$ cat src/rtl/bmstc_pkg.sv
// Package: types, codes and reset constants of the button controller.
`default_nettype none

package bmstc_pkg;

  localparam int unsigned NumViewsDefault = 5;
  localparam int unsigned ViewW  = 3;
  localparam int unsigned CountW = 16;
  localparam int unsigned MsW    = 8;
  localparam int unsigned KindW  = 3;
  localparam int unsigned CfgIdxW = 3;

  // Configuration reset values
  localparam logic [CountW-1:0] TempPeriodRst     = 16'd100;
  localparam logic [CountW-1:0] HumidityPeriodRst = 16'd100;
  localparam logic [CountW-1:0] MagnetPeriodRst   = 16'd100;
  localparam logic [CountW-1:0] RangePeriodRst    = 16'd100;
  localparam logic [MsW-1:0]    TickMsRst         = 8'd10;
  localparam logic [CountW-1:0] DebounceMsRst     = 16'd200;
  localparam logic [CountW-1:0] HoldOffMsRst      = 16'd2000;

  // Staggered start values of the sample counters
  localparam logic [CountW-1:0] HumidityCountRst = 16'd10;
  localparam logic [CountW-1:0] MagnetCountRst   = 16'd20;
  localparam logic [CountW-1:0] RangeCountRst    = 16'd30;

  localparam logic [ViewW-1:0] LeftViewRst  = 3'd0;
  localparam logic [ViewW-1:0] RightViewRst = 3'd1;

  typedef enum logic [KindW-1:0] {
    KindTick       = 3'd0,
    KindLeftPress  = 3'd1,
    KindRightPress = 3'd2,
    KindAdcDone    = 3'd3,
    KindWake       = 3'd4
  } kind_e;

  typedef enum logic [CfgIdxW-1:0] {
    CfgTempPeriod     = 3'd0,
    CfgHumidityPeriod = 3'd1,
    CfgMagnetPeriod   = 3'd2,
    CfgRangePeriod    = 3'd3,
    CfgTickMs         = 3'd4,
    CfgDebounceMs     = 3'd5,
    CfgHoldOffMs      = 3'd6
  } cfg_idx_e;

endpackage

`default_nettype wire

$ cat src/rtl/button_mode_sleep_tick_controller_unit.sv
// Top level: button debounce, view selection, sample strobes and sleep request.
//
//  channel | signals                                        | direction
//  --------+------------------------------------------------+----------
//  event   | in_valid_i/in_ready_o, kind_i, *_released_i     | in
//  result  | out_valid_o/out_ready_i, strobe_*_o, sleep, view| out
//  config  | cfg_we_i, cfg_index_i, cfg_wdata_i              | in
//
// One event beat per cycle sustained while the result is not stalled; each accepted
// event passes the input register, then the result register, before its result beat.
// The state update is a single pass of saturating adds and compares.
// Reset puts all counters, views and config registers at their defaults.
// A stalled result holds; the input register still fills behind it.
`default_nettype none

module button_mode_sleep_tick_controller_unit #(
  parameter int unsigned NUM_VIEWS = bmstc_pkg::NumViewsDefault
) (
  input  wire                              clk_i,
  input  wire                              rst_ni,
  // event channel
  input  wire                              in_valid_i,
  output logic                             in_ready_o,
  input  wire  [bmstc_pkg::KindW-1:0]      kind_i,
  input  wire                              left_released_i,
  input  wire                              right_released_i,
  // result channel
  output logic                             out_valid_o,
  input  wire                              out_ready_i,
  output logic                             strobe_temp_o,
  output logic                             strobe_humidity_o,
  output logic                             strobe_magnet_o,
  output logic                             strobe_range_o,
  output logic                             sleep_request_o,
  output logic [bmstc_pkg::ViewW-1:0]      left_view_o,
  output logic [bmstc_pkg::ViewW-1:0]      right_view_o,
  // configuration write port
  input  wire                              cfg_we_i,
  input  wire  [bmstc_pkg::CfgIdxW-1:0]    cfg_index_i,
  input  wire  [bmstc_pkg::CountW-1:0]     cfg_wdata_i
);
  import bmstc_pkg::*;

  localparam logic [ViewW-1:0] LastView = ViewW'(NUM_VIEWS - 1);
  localparam logic [CountW-1:0] CountMax = {CountW{1'b1}};

  function automatic logic [ViewW-1:0] next_view(input logic [ViewW-1:0] v);
    return (v == LastView) ? '0 : v + 1'b1;
  endfunction

  function automatic logic [CountW-1:0] sat_inc(input logic [CountW-1:0] c);
    return (c == CountMax) ? CountMax : c + 1'b1;
  endfunction

  function automatic logic [CountW-1:0] sat_add_ms(input logic [CountW-1:0] c,
                                                   input logic [MsW-1:0] ms);
    logic [CountW:0] s;
    s = {1'b0, c} + {{(CountW + 1 - MsW){1'b0}}, ms};
    return s[CountW] ? CountMax : s[CountW-1:0];
  endfunction

  // ---------------- configuration registers ----------------
  logic [CountW-1:0] temp_period_q, humidity_period_q, magnet_period_q, range_period_q;
  logic [MsW-1:0]    tick_ms_q;
  logic [CountW-1:0] debounce_ms_q, hold_off_ms_q;

  always_ff @(posedge clk_i or negedge rst_ni) begin
    if (!rst_ni) begin
      temp_period_q     <= TempPeriodRst;
      humidity_period_q <= HumidityPeriodRst;
      magnet_period_q   <= MagnetPeriodRst;
      range_period_q    <= RangePeriodRst;
      tick_ms_q         <= TickMsRst;
      debounce_ms_q     <= DebounceMsRst;
      hold_off_ms_q     <= HoldOffMsRst;
    end else if (cfg_we_i) begin
      case (cfg_idx_e'(cfg_index_i))
        CfgTempPeriod:     temp_period_q     <= cfg_wdata_i;
        CfgHumidityPeriod: humidity_period_q <= cfg_wdata_i;
        CfgMagnetPeriod:   magnet_period_q   <= cfg_wdata_i;
        CfgRangePeriod:    range_period_q    <= cfg_wdata_i;
        CfgTickMs:         tick_ms_q         <= cfg_wdata_i[MsW-1:0];
        CfgDebounceMs:     debounce_ms_q     <= cfg_wdata_i;
        CfgHoldOffMs:      hold_off_ms_q     <= cfg_wdata_i;
        default: ;
      endcase
    end
  end

  // ---------------- handshake ----------------
  logic  s1_valid_q, s1_valid_d;
  kind_e s1_kind_q;
  logic  s1_lrel_q, s1_rrel_q;
  logic  out_valid_q, out_valid_d;
  logic  out_free, s1_fire, in_fire;

  assign out_free   = !out_valid_q || out_ready_i;
  assign s1_fire    = s1_valid_q && out_free;
  assign in_ready_o = !s1_valid_q || out_free;
  assign in_fire    = in_valid_i && in_ready_o;

  assign s1_valid_d  = in_fire ? 1'b1 : (s1_fire ? 1'b0 : s1_valid_q);
  assign out_valid_d = s1_fire ? 1'b1 : (out_ready_i ? 1'b0 : out_valid_q);

  // valid bits of the input and result registers
  always_ff @(posedge clk_i or negedge rst_ni) begin
    if (!rst_ni) begin
      s1_valid_q  <= 1'b0;
      out_valid_q <= 1'b0;
    end else begin
      s1_valid_q  <= s1_valid_d;
      out_valid_q <= out_valid_d;
    end
  end

  always_ff @(posedge clk_i) begin
    if (in_fire) begin
      s1_kind_q <= kind_e'(kind_i);
      s1_lrel_q <= left_released_i;
      s1_rrel_q <= right_released_i;
    end
  end

  // ---------------- controller state ----------------
  logic [ViewW-1:0]  left_index_q, left_index_d, right_index_q, right_index_d;
  logic              left_deb_q, left_deb_d, right_deb_q, right_deb_d;
  logic [CountW-1:0] left_deb_cnt_q, left_deb_cnt_d, right_deb_cnt_q, right_deb_cnt_d;
  logic              left_eng_q, left_eng_d, right_eng_q, right_eng_d;
  logic [CountW-1:0] left_hold_q, left_hold_d, right_hold_q, right_hold_d;
  logic [CountW-1:0] temp_cnt_q, temp_cnt_d, hum_cnt_q, hum_cnt_d;
  logic [CountW-1:0] mag_cnt_q, mag_cnt_d, range_cnt_q, range_cnt_d;
  logic              conv_ready_q, conv_ready_d;
  logic              sleep_q, sleep_d;
  logic              st_d, sh_d, sm_d, sr_d;

  // candidate values for a tick
  logic [CountW-1:0] temp_inc, hum_inc, mag_inc, range_inc;
  logic [CountW-1:0] left_hold_inc, right_hold_inc, left_deb_inc, right_deb_inc;
  logic [ViewW-1:0]  left_step, right_step;

  assign temp_inc       = sat_inc(temp_cnt_q);
  assign hum_inc        = sat_inc(hum_cnt_q);
  assign mag_inc        = sat_inc(mag_cnt_q);
  assign range_inc      = sat_inc(range_cnt_q);
  assign left_hold_inc  = sat_add_ms(left_hold_q, tick_ms_q);
  assign right_hold_inc = sat_add_ms(right_hold_q, tick_ms_q);
  assign left_deb_inc   = sat_add_ms(left_deb_cnt_q, tick_ms_q);
  assign right_deb_inc  = sat_add_ms(right_deb_cnt_q, tick_ms_q);
  assign left_step      = next_view(left_index_q);
  assign right_step     = next_view(right_index_q);

  // next-state logic for one event
  always_comb begin
    left_index_d    = left_index_q;
    right_index_d   = right_index_q;
    left_deb_d      = left_deb_q;
    right_deb_d     = right_deb_q;
    left_deb_cnt_d  = left_deb_cnt_q;
    right_deb_cnt_d = right_deb_cnt_q;
    left_eng_d      = left_eng_q;
    right_eng_d     = right_eng_q;
    left_hold_d     = left_hold_q;
    right_hold_d    = right_hold_q;
    temp_cnt_d      = temp_cnt_q;
    hum_cnt_d       = hum_cnt_q;
    mag_cnt_d       = mag_cnt_q;
    range_cnt_d     = range_cnt_q;
    conv_ready_d    = conv_ready_q;
    sleep_d         = sleep_q;
    st_d = 1'b0;
    sh_d = 1'b0;
    sm_d = 1'b0;
    sr_d = 1'b0;
    if (s1_fire) begin
      case (s1_kind_q)
        KindTick: begin
          // sample period counters
          if (temp_inc > temp_period_q) begin
            temp_cnt_d = '0;
            st_d = 1'b1;
          end else begin
            temp_cnt_d = temp_inc;
          end
          if (hum_inc > humidity_period_q) begin
            hum_cnt_d = '0;
            sh_d = 1'b1;
          end else begin
            hum_cnt_d = hum_inc;
          end
          if (mag_inc > magnet_period_q) begin
            mag_cnt_d = '0;
            sm_d = 1'b1;
          end else begin
            mag_cnt_d = mag_inc;
          end
          if (range_inc > range_period_q && conv_ready_q) begin
            range_cnt_d  = '0;
            conv_ready_d = 1'b0;
            sr_d = 1'b1;
          end else begin
            range_cnt_d = range_inc;
          end
          // long-hold timing on engaged buttons
          if (left_eng_q) begin
            if (s1_lrel_q) begin
              left_eng_d  = 1'b0;
              left_hold_d = '0;
            end else if (left_hold_inc >= hold_off_ms_q) begin
              sleep_d     = 1'b1;
              left_hold_d = '0;
              left_eng_d  = 1'b0;
            end else begin
              left_hold_d = left_hold_inc;
            end
          end
          if (right_eng_q) begin
            if (s1_rrel_q) begin
              right_eng_d  = 1'b0;
              right_hold_d = '0;
            end else if (right_hold_inc >= hold_off_ms_q) begin
              sleep_d      = 1'b1;
              right_hold_d = '0;
              right_eng_d  = 1'b0;
            end else begin
              right_hold_d = right_hold_inc;
            end
          end
          // debounce windows; they engage the button for hold timing
          if (left_deb_q) begin
            left_eng_d = 1'b1;
            if (left_deb_inc >= debounce_ms_q) begin
              left_deb_d     = 1'b0;
              left_deb_cnt_d = '0;
            end else begin
              left_deb_cnt_d = left_deb_inc;
            end
          end
          if (right_deb_q) begin
            right_eng_d = 1'b1;
            if (right_deb_inc >= debounce_ms_q) begin
              right_deb_d     = 1'b0;
              right_deb_cnt_d = '0;
            end else begin
              right_deb_cnt_d = right_deb_inc;
            end
          end
        end
        KindLeftPress: begin
          if (!left_deb_q) begin
            left_index_d = (left_step == right_index_q) ? next_view(left_step) : left_step;
            left_deb_d   = 1'b1;
          end
        end
        KindRightPress: begin
          if (!right_deb_q) begin
            right_index_d = (right_step == left_index_q) ? next_view(right_step) : right_step;
            right_deb_d   = 1'b1;
          end
        end
        KindAdcDone: begin
          conv_ready_d = 1'b1;
        end
        KindWake: begin
          sleep_d         = 1'b0;
          left_deb_d      = 1'b1;
          right_deb_d     = 1'b1;
          left_deb_cnt_d  = '0;
          right_deb_cnt_d = '0;
        end
        default: ;
      endcase
    end
  end

  // state registers
  always_ff @(posedge clk_i or negedge rst_ni) begin
    if (!rst_ni) begin
      left_index_q    <= LeftViewRst;
      right_index_q   <= RightViewRst;
      left_deb_q      <= 1'b0;
      right_deb_q     <= 1'b0;
      left_deb_cnt_q  <= '0;
      right_deb_cnt_q <= '0;
      left_eng_q      <= 1'b0;
      right_eng_q     <= 1'b0;
      left_hold_q     <= '0;
      right_hold_q    <= '0;
      temp_cnt_q      <= '0;
      hum_cnt_q       <= HumidityCountRst;
      mag_cnt_q       <= MagnetCountRst;
      range_cnt_q     <= RangeCountRst;
      conv_ready_q    <= 1'b0;
      sleep_q         <= 1'b1;
    end else begin
      left_index_q    <= left_index_d;
      right_index_q   <= right_index_d;
      left_deb_q      <= left_deb_d;
      right_deb_q     <= right_deb_d;
      left_deb_cnt_q  <= left_deb_cnt_d;
      right_deb_cnt_q <= right_deb_cnt_d;
      left_eng_q      <= left_eng_d;
      right_eng_q     <= right_eng_d;
      left_hold_q     <= left_hold_d;
      right_hold_q    <= right_hold_d;
      temp_cnt_q      <= temp_cnt_d;
      hum_cnt_q       <= hum_cnt_d;
      mag_cnt_q       <= mag_cnt_d;
      range_cnt_q     <= range_cnt_d;
      conv_ready_q    <= conv_ready_d;
      sleep_q         <= sleep_d;
    end
  end

  // result register
  logic              res_st_q, res_sh_q, res_sm_q, res_sr_q, res_sleep_q;
  logic [ViewW-1:0]  res_left_q, res_right_q;

  always_ff @(posedge clk_i) begin
    if (s1_fire) begin
      res_st_q    <= st_d;
      res_sh_q    <= sh_d;
      res_sm_q    <= sm_d;
      res_sr_q    <= sr_d;
      res_sleep_q <= sleep_d;
      res_left_q  <= left_index_d;
      res_right_q <= right_index_d;
    end
  end

  assign out_valid_o       = out_valid_q;
  assign strobe_temp_o     = res_st_q;
  assign strobe_humidity_o = res_sh_q;
  assign strobe_magnet_o   = res_sm_q;
  assign strobe_range_o    = res_sr_q;
  assign sleep_request_o   = res_sleep_q;
  assign left_view_o       = res_left_q;
  assign right_view_o      = res_right_q;

endmodule

`default_nettype wire

$ cat config.mk
export PLATFORM = sky130hd
export DESIGN_NAME = button_mode_sleep_tick_controller_unit
export DESIGN_NICKNAME = d
export VERILOG_FILES = /design/src/rtl/bmstc_pkg.sv /design/src/rtl/button_mode_sleep_tick_controller_unit.sv
export SDC_FILE = /design/constraint.sdc
export NUM_CORES = 1
export LEC_CHECK = 0
export BUFFER_PORTS_ARGS = -buffer_cell sky130_fd_sc_hd__buf_2
export CAP_MARGIN = 40
export CORE_ASPECT_RATIO = 2
export CORE_MARGIN = 5
export CORE_UTILIZATION = 55
export DETAILED_ROUTE_END_ITERATION = 8
export PLACE_DENSITY = 0.74
export SYNTH_ARGS = -nofsm -noshare
export SYNTH_HDL_FRONTEND = slang
export SYNTH_SLANG_ARGS = --single-unit
$ cat constraint.sdc
create_clock -name clk_i -period 5 [get_ports clk_i]
set_clock_uncertainty 0.1 [all_clocks]
set_input_delay 0 -clock clk_i [delete_from_list [all_inputs] [get_ports clk_i]]
set_output_delay 0 -clock clk_i [all_outputs]
set_load 0.02 [all_outputs]
# After elaboration in Yosys (flattened, before gate mapping)
# Index checks and enable logic that the tools add are counted.
[classes]
addsub = 12
magnitude_cmp = 8
eq_ne = 23
n_mux = 66
reduce_logical = 32
[op_table]
columns = ["cell", "count"]
rows = [
  ["$mux 16", 20],
  ["$add 16x8->17", 4],
  ["$add 16x1->16 const B", 4],
  ["$eq 16x16->1 const B", 4],
  ["$ge 16x16->1", 4],
  ["$gt 16x16->1", 4],
  ["$pmux 16 s2", 2],
  ["$mux 3", 12],
  ["$mux 1", 28],
  ["$eq 3x3->1 const B", 8],
  ["$reduce_and 2->1", 10],
  ["$reduce_and 3->1", 5],
  ["$add 3x1->3 const B", 4],
  ["$eq 3x2->1 const B", 4],
  ["$reduce_bool 2->1", 6],
  ["$pmux 1 s2", 4],
  ["$eq 3x1->1 const B", 2],
  ["$eq 3x3->1", 2],
  ["$logic_not 3->1", 2],
  ["$ne 2x2->1 const B", 3],
  ["$reduce_or 2->1", 2],
  ["$logic_and 1x1->1", 3],
  ["$logic_not 1->1", 2],
  ["$logic_or 1x1->1", 2],
]
[totals]
regBits = 262
in_bits = 29
output_inout_bits = 13
word_cells = 176

# Longest topological paths before layout
[logic_depth]
ltp_word = 11
mapped_depth = 18
depth_no_buf = 16

# Worst setup path after synthesis
# Ideal clock, no wire load.
[synth_timing]
path_kind = "reg-to-reg"
startpoint = "register tick_ms_q[1]"
endpoint = "register left_deb_cnt_q[10]"
setup_time_ns = 0.066
arrival_ns = 3.950
required_ns = 4.834
path_slack_ns = 0.884
stages_incl_launch_ff = 18
n_path_buf = 4
period_less_slack_ns = 4.116
cell_sequence = "dfstp_2 -> inv_1 -> fa_1 -> nand2b_1 -> a21oi_1 -> o211ai_4 -> or2_1 -> buf_4 -> buf_6 -> nand2_1 -> ha_1 -> a21oi_1 -> o21ai_0 -> a2111oi_1 -> o2111a_1 -> buf_2 -> buf_4 -> a22o_1"
[synth_via]
elab_chain_cells = 6
[synth_lines]
columns = ["element", "line_no", "text"]
rows = [
  ["from (decl)", "button_mode_sleep_tick_controller_unit.sv:64", "logic [MsW-1:0] tick_ms_q;"],
  ["from (signal assigned)", "button_mode_sleep_tick_controller_unit.sv:73", "tick_ms_q <= TickMsRst;"],
  ["from (signal assigned)", "button_mode_sleep_tick_controller_unit.sv:82", "CfgTickMs: tick_ms_q <= cfg_wdata_i[MsW-1:0];"],
  ["$add 16x8->17 *", "button_mode_sleep_tick_controller_unit.sv:58", "s = {1'b0, c} + {{(CountW + 1 - MsW){1'b0}}, ms};"],
  ["$mux 16 *", "button_mode_sleep_tick_controller_unit.sv:59", "return s[CountW] ? CountMax : s[CountW-1:0];"],
  ["$ge 16x16->1", "button_mode_sleep_tick_controller_unit.sv:231", "if (left_deb_inc >= debounce_ms_q) begin"],
  ["$mux 16 *", "button_mode_sleep_tick_controller_unit.sv:231", ""],
  ["$mux 16 *", "button_mode_sleep_tick_controller_unit.sv:229", "if (left_deb_q) begin"],
  ["$pmux 16 s2 *", "button_mode_sleep_tick_controller_unit.sv:175", "case (s1_kind_q)"],
  ["to (signal assigned)", "button_mode_sleep_tick_controller_unit.sv:299", "left_deb_cnt_q <= left_deb_cnt_d;"],
  ["to (decl)", "button_mode_sleep_tick_controller_unit.sv:127", "logic [CountW-1:0] left_deb_cnt_q, left_deb_cnt_d, right_deb_cnt_q, right_deb_cnt_d;"],
]
# Mark *: on every way between the ends. The rest lies on a longest branch, timed or not. The select of a mux whose other input is x is not followed.
# A chain may end at the register's enable or synchronous reset.

# Final worst setup path
[layout_timing]
startpoint = "register tick_ms_q[0]"
endpoint = "register left_hold_q[5]"
[layout_via]
elab_chain_cells = 5
[layout_lines]
columns = ["element", "line_no", "text"]
rows = [
  ["$add 16x8->17 *", "button_mode_sleep_tick_controller_unit.sv:58", ""],
  ["$mux 16 *", "button_mode_sleep_tick_controller_unit.sv:59", ""],
  ["$ge 16x16->1", "button_mode_sleep_tick_controller_unit.sv:208", "end else if (left_hold_inc >= hold_off_ms_q) begin"],
  ["$mux 16 *", "button_mode_sleep_tick_controller_unit.sv:208", ""],
  ["$mux 16 *", "button_mode_sleep_tick_controller_unit.sv:205", "if (s1_lrel_q) begin"],
  ["to (signal assigned)", "button_mode_sleep_tick_controller_unit.sv:303", "left_hold_q <= left_hold_d;"],
  ["to (decl)", "button_mode_sleep_tick_controller_unit.sv:129", "logic [CountW-1:0] left_hold_q, left_hold_d, right_hold_q, right_hold_d;"],
]
# Mark *: on every way between the ends. The rest lies on a longest branch, timed or not.

==> flow_metrics.py <==
metrics = {
    "run_status": {
        "outcome": "completed",
    },
    "global_routing": {
        "antenna_found_initial": 0,
        "grt_pass1_vias": 15600,
        "overflow": 0,
        "grt_max_degree": 130,
        "grt_use_total_pct": 26.8,
        "grt_pass1_wl_mm": 77.9,
    },
    "power_and_ir_drop": {
        "leakagePower_uw": 0.00914,
        "vdd_drop_max_mv": 0.342,
        "power.density_mw_per_mm2": 422,
    },
    "cells_and_area": {
        "areaGrowthSynthToFinish_pct": 11.2,
        "fillers": 2783,
        "n_antenna_cell": 0,
        "utilization_pct": 61.9,
        "drive_gt1_share_pct": 13.6,
        "nets": 2235,
    },
    "critical_path": {
        "worstPathRequired_ns": 5.39,
        "critPathKind": "reg2reg",
        "crit_path_start_kind": "flip-flop",
        "critPathCaptureType": "flip-flop",
        "cp_max_fo": 10,
        "arrival_ns": 5.01,
    },
    "sta": {
        "setup_viol": 0,
        "timing.fmax_mhz": 216,
        "relSlewSlack_pct": 36.4,
        "hold_viol": 0,
        "worst_slack_ns": 0.373,
        "whs_ns": 0.00405,
        "rsz0062_at_grt": "no",
        "min_period_ns": 4.63,
        "slew_viol_final": 0,
        "setup-tns-final_ns": 0,
        "fin_crit_sh_pct": 92.5,
        "worst_pin_slew_ns": 0.954,
    },
    "synthesis": {
        "synth_top_cell_area_share_pct": 29.8,
        "yosys.area.top_type": "dfrtp_1",
        "yosysUniqueCellTypes": 94,
        "synth.avg_cell_area_sq_um": 9.10,
        "ys_seq_area_share_pct": 37.4,
        "synth_compound_gate_area_share_pct": 18.3,
        "async_flop_share_pct": 93.9,
        "ys_ff_latch": 262,
        "ys_top_cells_by_count": "dfrtp_1 (213), nand2_1 (213), ha_1 (172), a21oi_1 (143), o21ai_0 (141)",
        "synth.mux.area_fraction_pct": 4.45,
        "ys.flop_type": "dfrtp_1",
        "synth_area_leaders": "dfrtp_1 (30%), ha_1 (12%), dfstp_2 (4.9%)",
        "synth_top_family_by_area": "simple AND/OR/NAND/NOR gates",
        "synthXorXnorAreaFrac_pct": 3.82,
        "syn_inst": 1963,
        "synth_edf_count": 16,
        "synth_fa_ha_area_share_pct": 12.5,
        "synth_warnings": 0,
        "synth_area_sq_mm": 0.0179,
        "synth-simple-area-share_pct": 18.7,
        "synth_nets": 2168,
    },
    "floorplan": {
        "die_x_um": 137,
        "core_region_area_sq_mm": 0.0321,
        "dieArea_sq_mm": 0.0364,
        "io_pins": 42,
        "row_count": 93,
        "dieHeight_um": 265,
        "start_util_pct": 55.6,
    },
    "clock_network": {
        "ctsRootBufferMaster": "clkbuf_16",
        "cts_tree": "done",
        "cts_made_buffers": 26,
        "clock_sinks": 262,
        "clock_latency_ns": 0.55,
        "path_clk_slew_ns": 0.07,
        "htree_levels": 1,
        "cts_max_path_buffers": 3,
        "post_cts_buffers": 0,
    },
    "placed_design": {
        "gp_congestion": 0.943,
        "dp_worst_setup_slack_ns": 0.312,
        "io_buffer_count": 41,
        "dp_hpwl_mm": 36.4,
    },
    "route": {
        "antenna_left": 0,
        "wl_per_cell_um": 19.6,
        "drt_iter0_markers": 1033,
        "drc": 0,
        "vias": 15200,
        "drt_pass1_iterations": 6,
        "vias_per_cell": 6.12,
        "routed_wl_mm": 48.7,
    },
    "job": {
        "cap_viol_max_count": 0,
    },
    "min_path": {
        "min_path_type": "in2async",
    },
}
## routing by layer
layer  routed length, um  GRT usage, %  share of wire, %  vias to the layer above
li1                    -             -                 -                     7206
met1               17100          27.3                35                     7346
met2               26200          50.3                54                      416
met3                1970          3.11               4.0                      182
met4                3400          16.9               7.0                        0
met5                   0             0                 0                        -
## where the power goes
part | switching, uW | leakage (uW) | internal, uW | total [uW]
sequential | 328 | 0.00326 | 2580 | 2910
clock | 885 | 0.000444 | 1260 | 2140
combinational | 1900 | 0.00543 | 1440 | 3340
total | 3110 | 0.00914 | 5290 | 8400
## layout by cell type, fill, tap and decap left out, types with 10 or more instances in the layout
cell type and count:
a22o_1 43, and2_1 13, dlygate4sd3_1 33, nor4_1 12
o21a_1 14, o21ai_0 141, xor2_1 23, a21oi_1 143
dfrtp_1 213, inv_1 136, nor3_1 42, nand2_1 212
a31oi_1 10, buf_4 32, nand4_1 42, buf_2 40
a21o_1 20, dfstp_2 33, and4_1 15, nand2b_1 23
ha_1 172, nor2_1 131, xnor2_1 55, and3_1 26
nor2b_1 13, mux2_2 67, clkbuf_16 27, a211oi_1 26
o211ai_1 12, nand3_1 66, edfxtp_1 16
## worst paths after layout
path                                                    from                       endpoint  slack (ns)  cells past startpoint
worst max-delay path                tick_ms_q[0]$_DFFE_PN0P_     left_hold_q[5]$_DFFE_PN0P_        0.37                     14
worst min-delay path                                  rst_ni  left_deb_cnt_q[9]$_DFFE_PN0P_       0.004                      2
worst max register to register      tick_ms_q[0]$_DFFE_PN0P_     left_hold_q[5]$_DFFE_PN0P_        0.37                     14
worst min register to register  hold_off_ms_q[2]$_DFFE_PN0P_   hold_off_ms_q[2]$_DFFE_PN0P_        0.40                      1
max in group asynchronous                             rst_ni       hum_cnt_q[8]$_DFFE_PN0P_        3.45                      3
min in group clk_i                                 kind_i[2]         s1_kind_q[2]$_DFFE_PP_        0.09                      2
## metrics by stage
step / instance area (sq um) / instances / power (uW)
floorplan: 17900 / 1963 / 5250
global placement: 18600 / 2391 / 6040
detailed placement: 18600 / 2396 / 6200
CTS: 19900 / 2477 / 8410
global route: 19900 / 2477 / 8950
finish: 19900 / 2477 / 8400
## kinds of logic (layout without fill, tap and decap cells)
kind of cell | after synthesis | in the layout
AND/OR/NAND/NOR | 662 | 662
AO/OA/AOI/OAI | 505 | 505
flip-flops | 262 | 262
buffers and inverters | 209 | 296
adder cells (fa/ha/maj) | 176 | 176
XOR/XNOR | 78 | 78
multiplexers | 71 | 71
## layout make-up
cell class,instances,area (sq um),share of cell area [%]
multi-input combinational,1492,10400,52.1
sequential,262,6680,33.6
timing repair buffer,112,877,4.41
clock buffer,39,761,3.83
tap,427,534,2.69
inverter,136,510,2.57
clock inverter,9,151,0.762
## critical path, stage by stage (launching register included)
cell and delay [ns]:
dfrtp_1 0.45, ha_1 0.27, fa_1 0.43, a211oi_1 0.40
nor2_1 0.17, o211ai_2 0.34, or3_1 0.40, nand2_1 0.13
ha_1 0.34, a211oi_1 0.33, nand3b_1 0.12, a21oi_1 0.25
or2_2 0.20, and3_1 0.41, a22o_1 0.20
## repair_timing
action,4_1_cts,5_1_grt
resized for setup,0,2
hold buffers,33,0
endpoints found under the setup margin,0,6
endpoints found under the hold margin,233,0
Note: power is estimated with default switching activity, not from simulation.
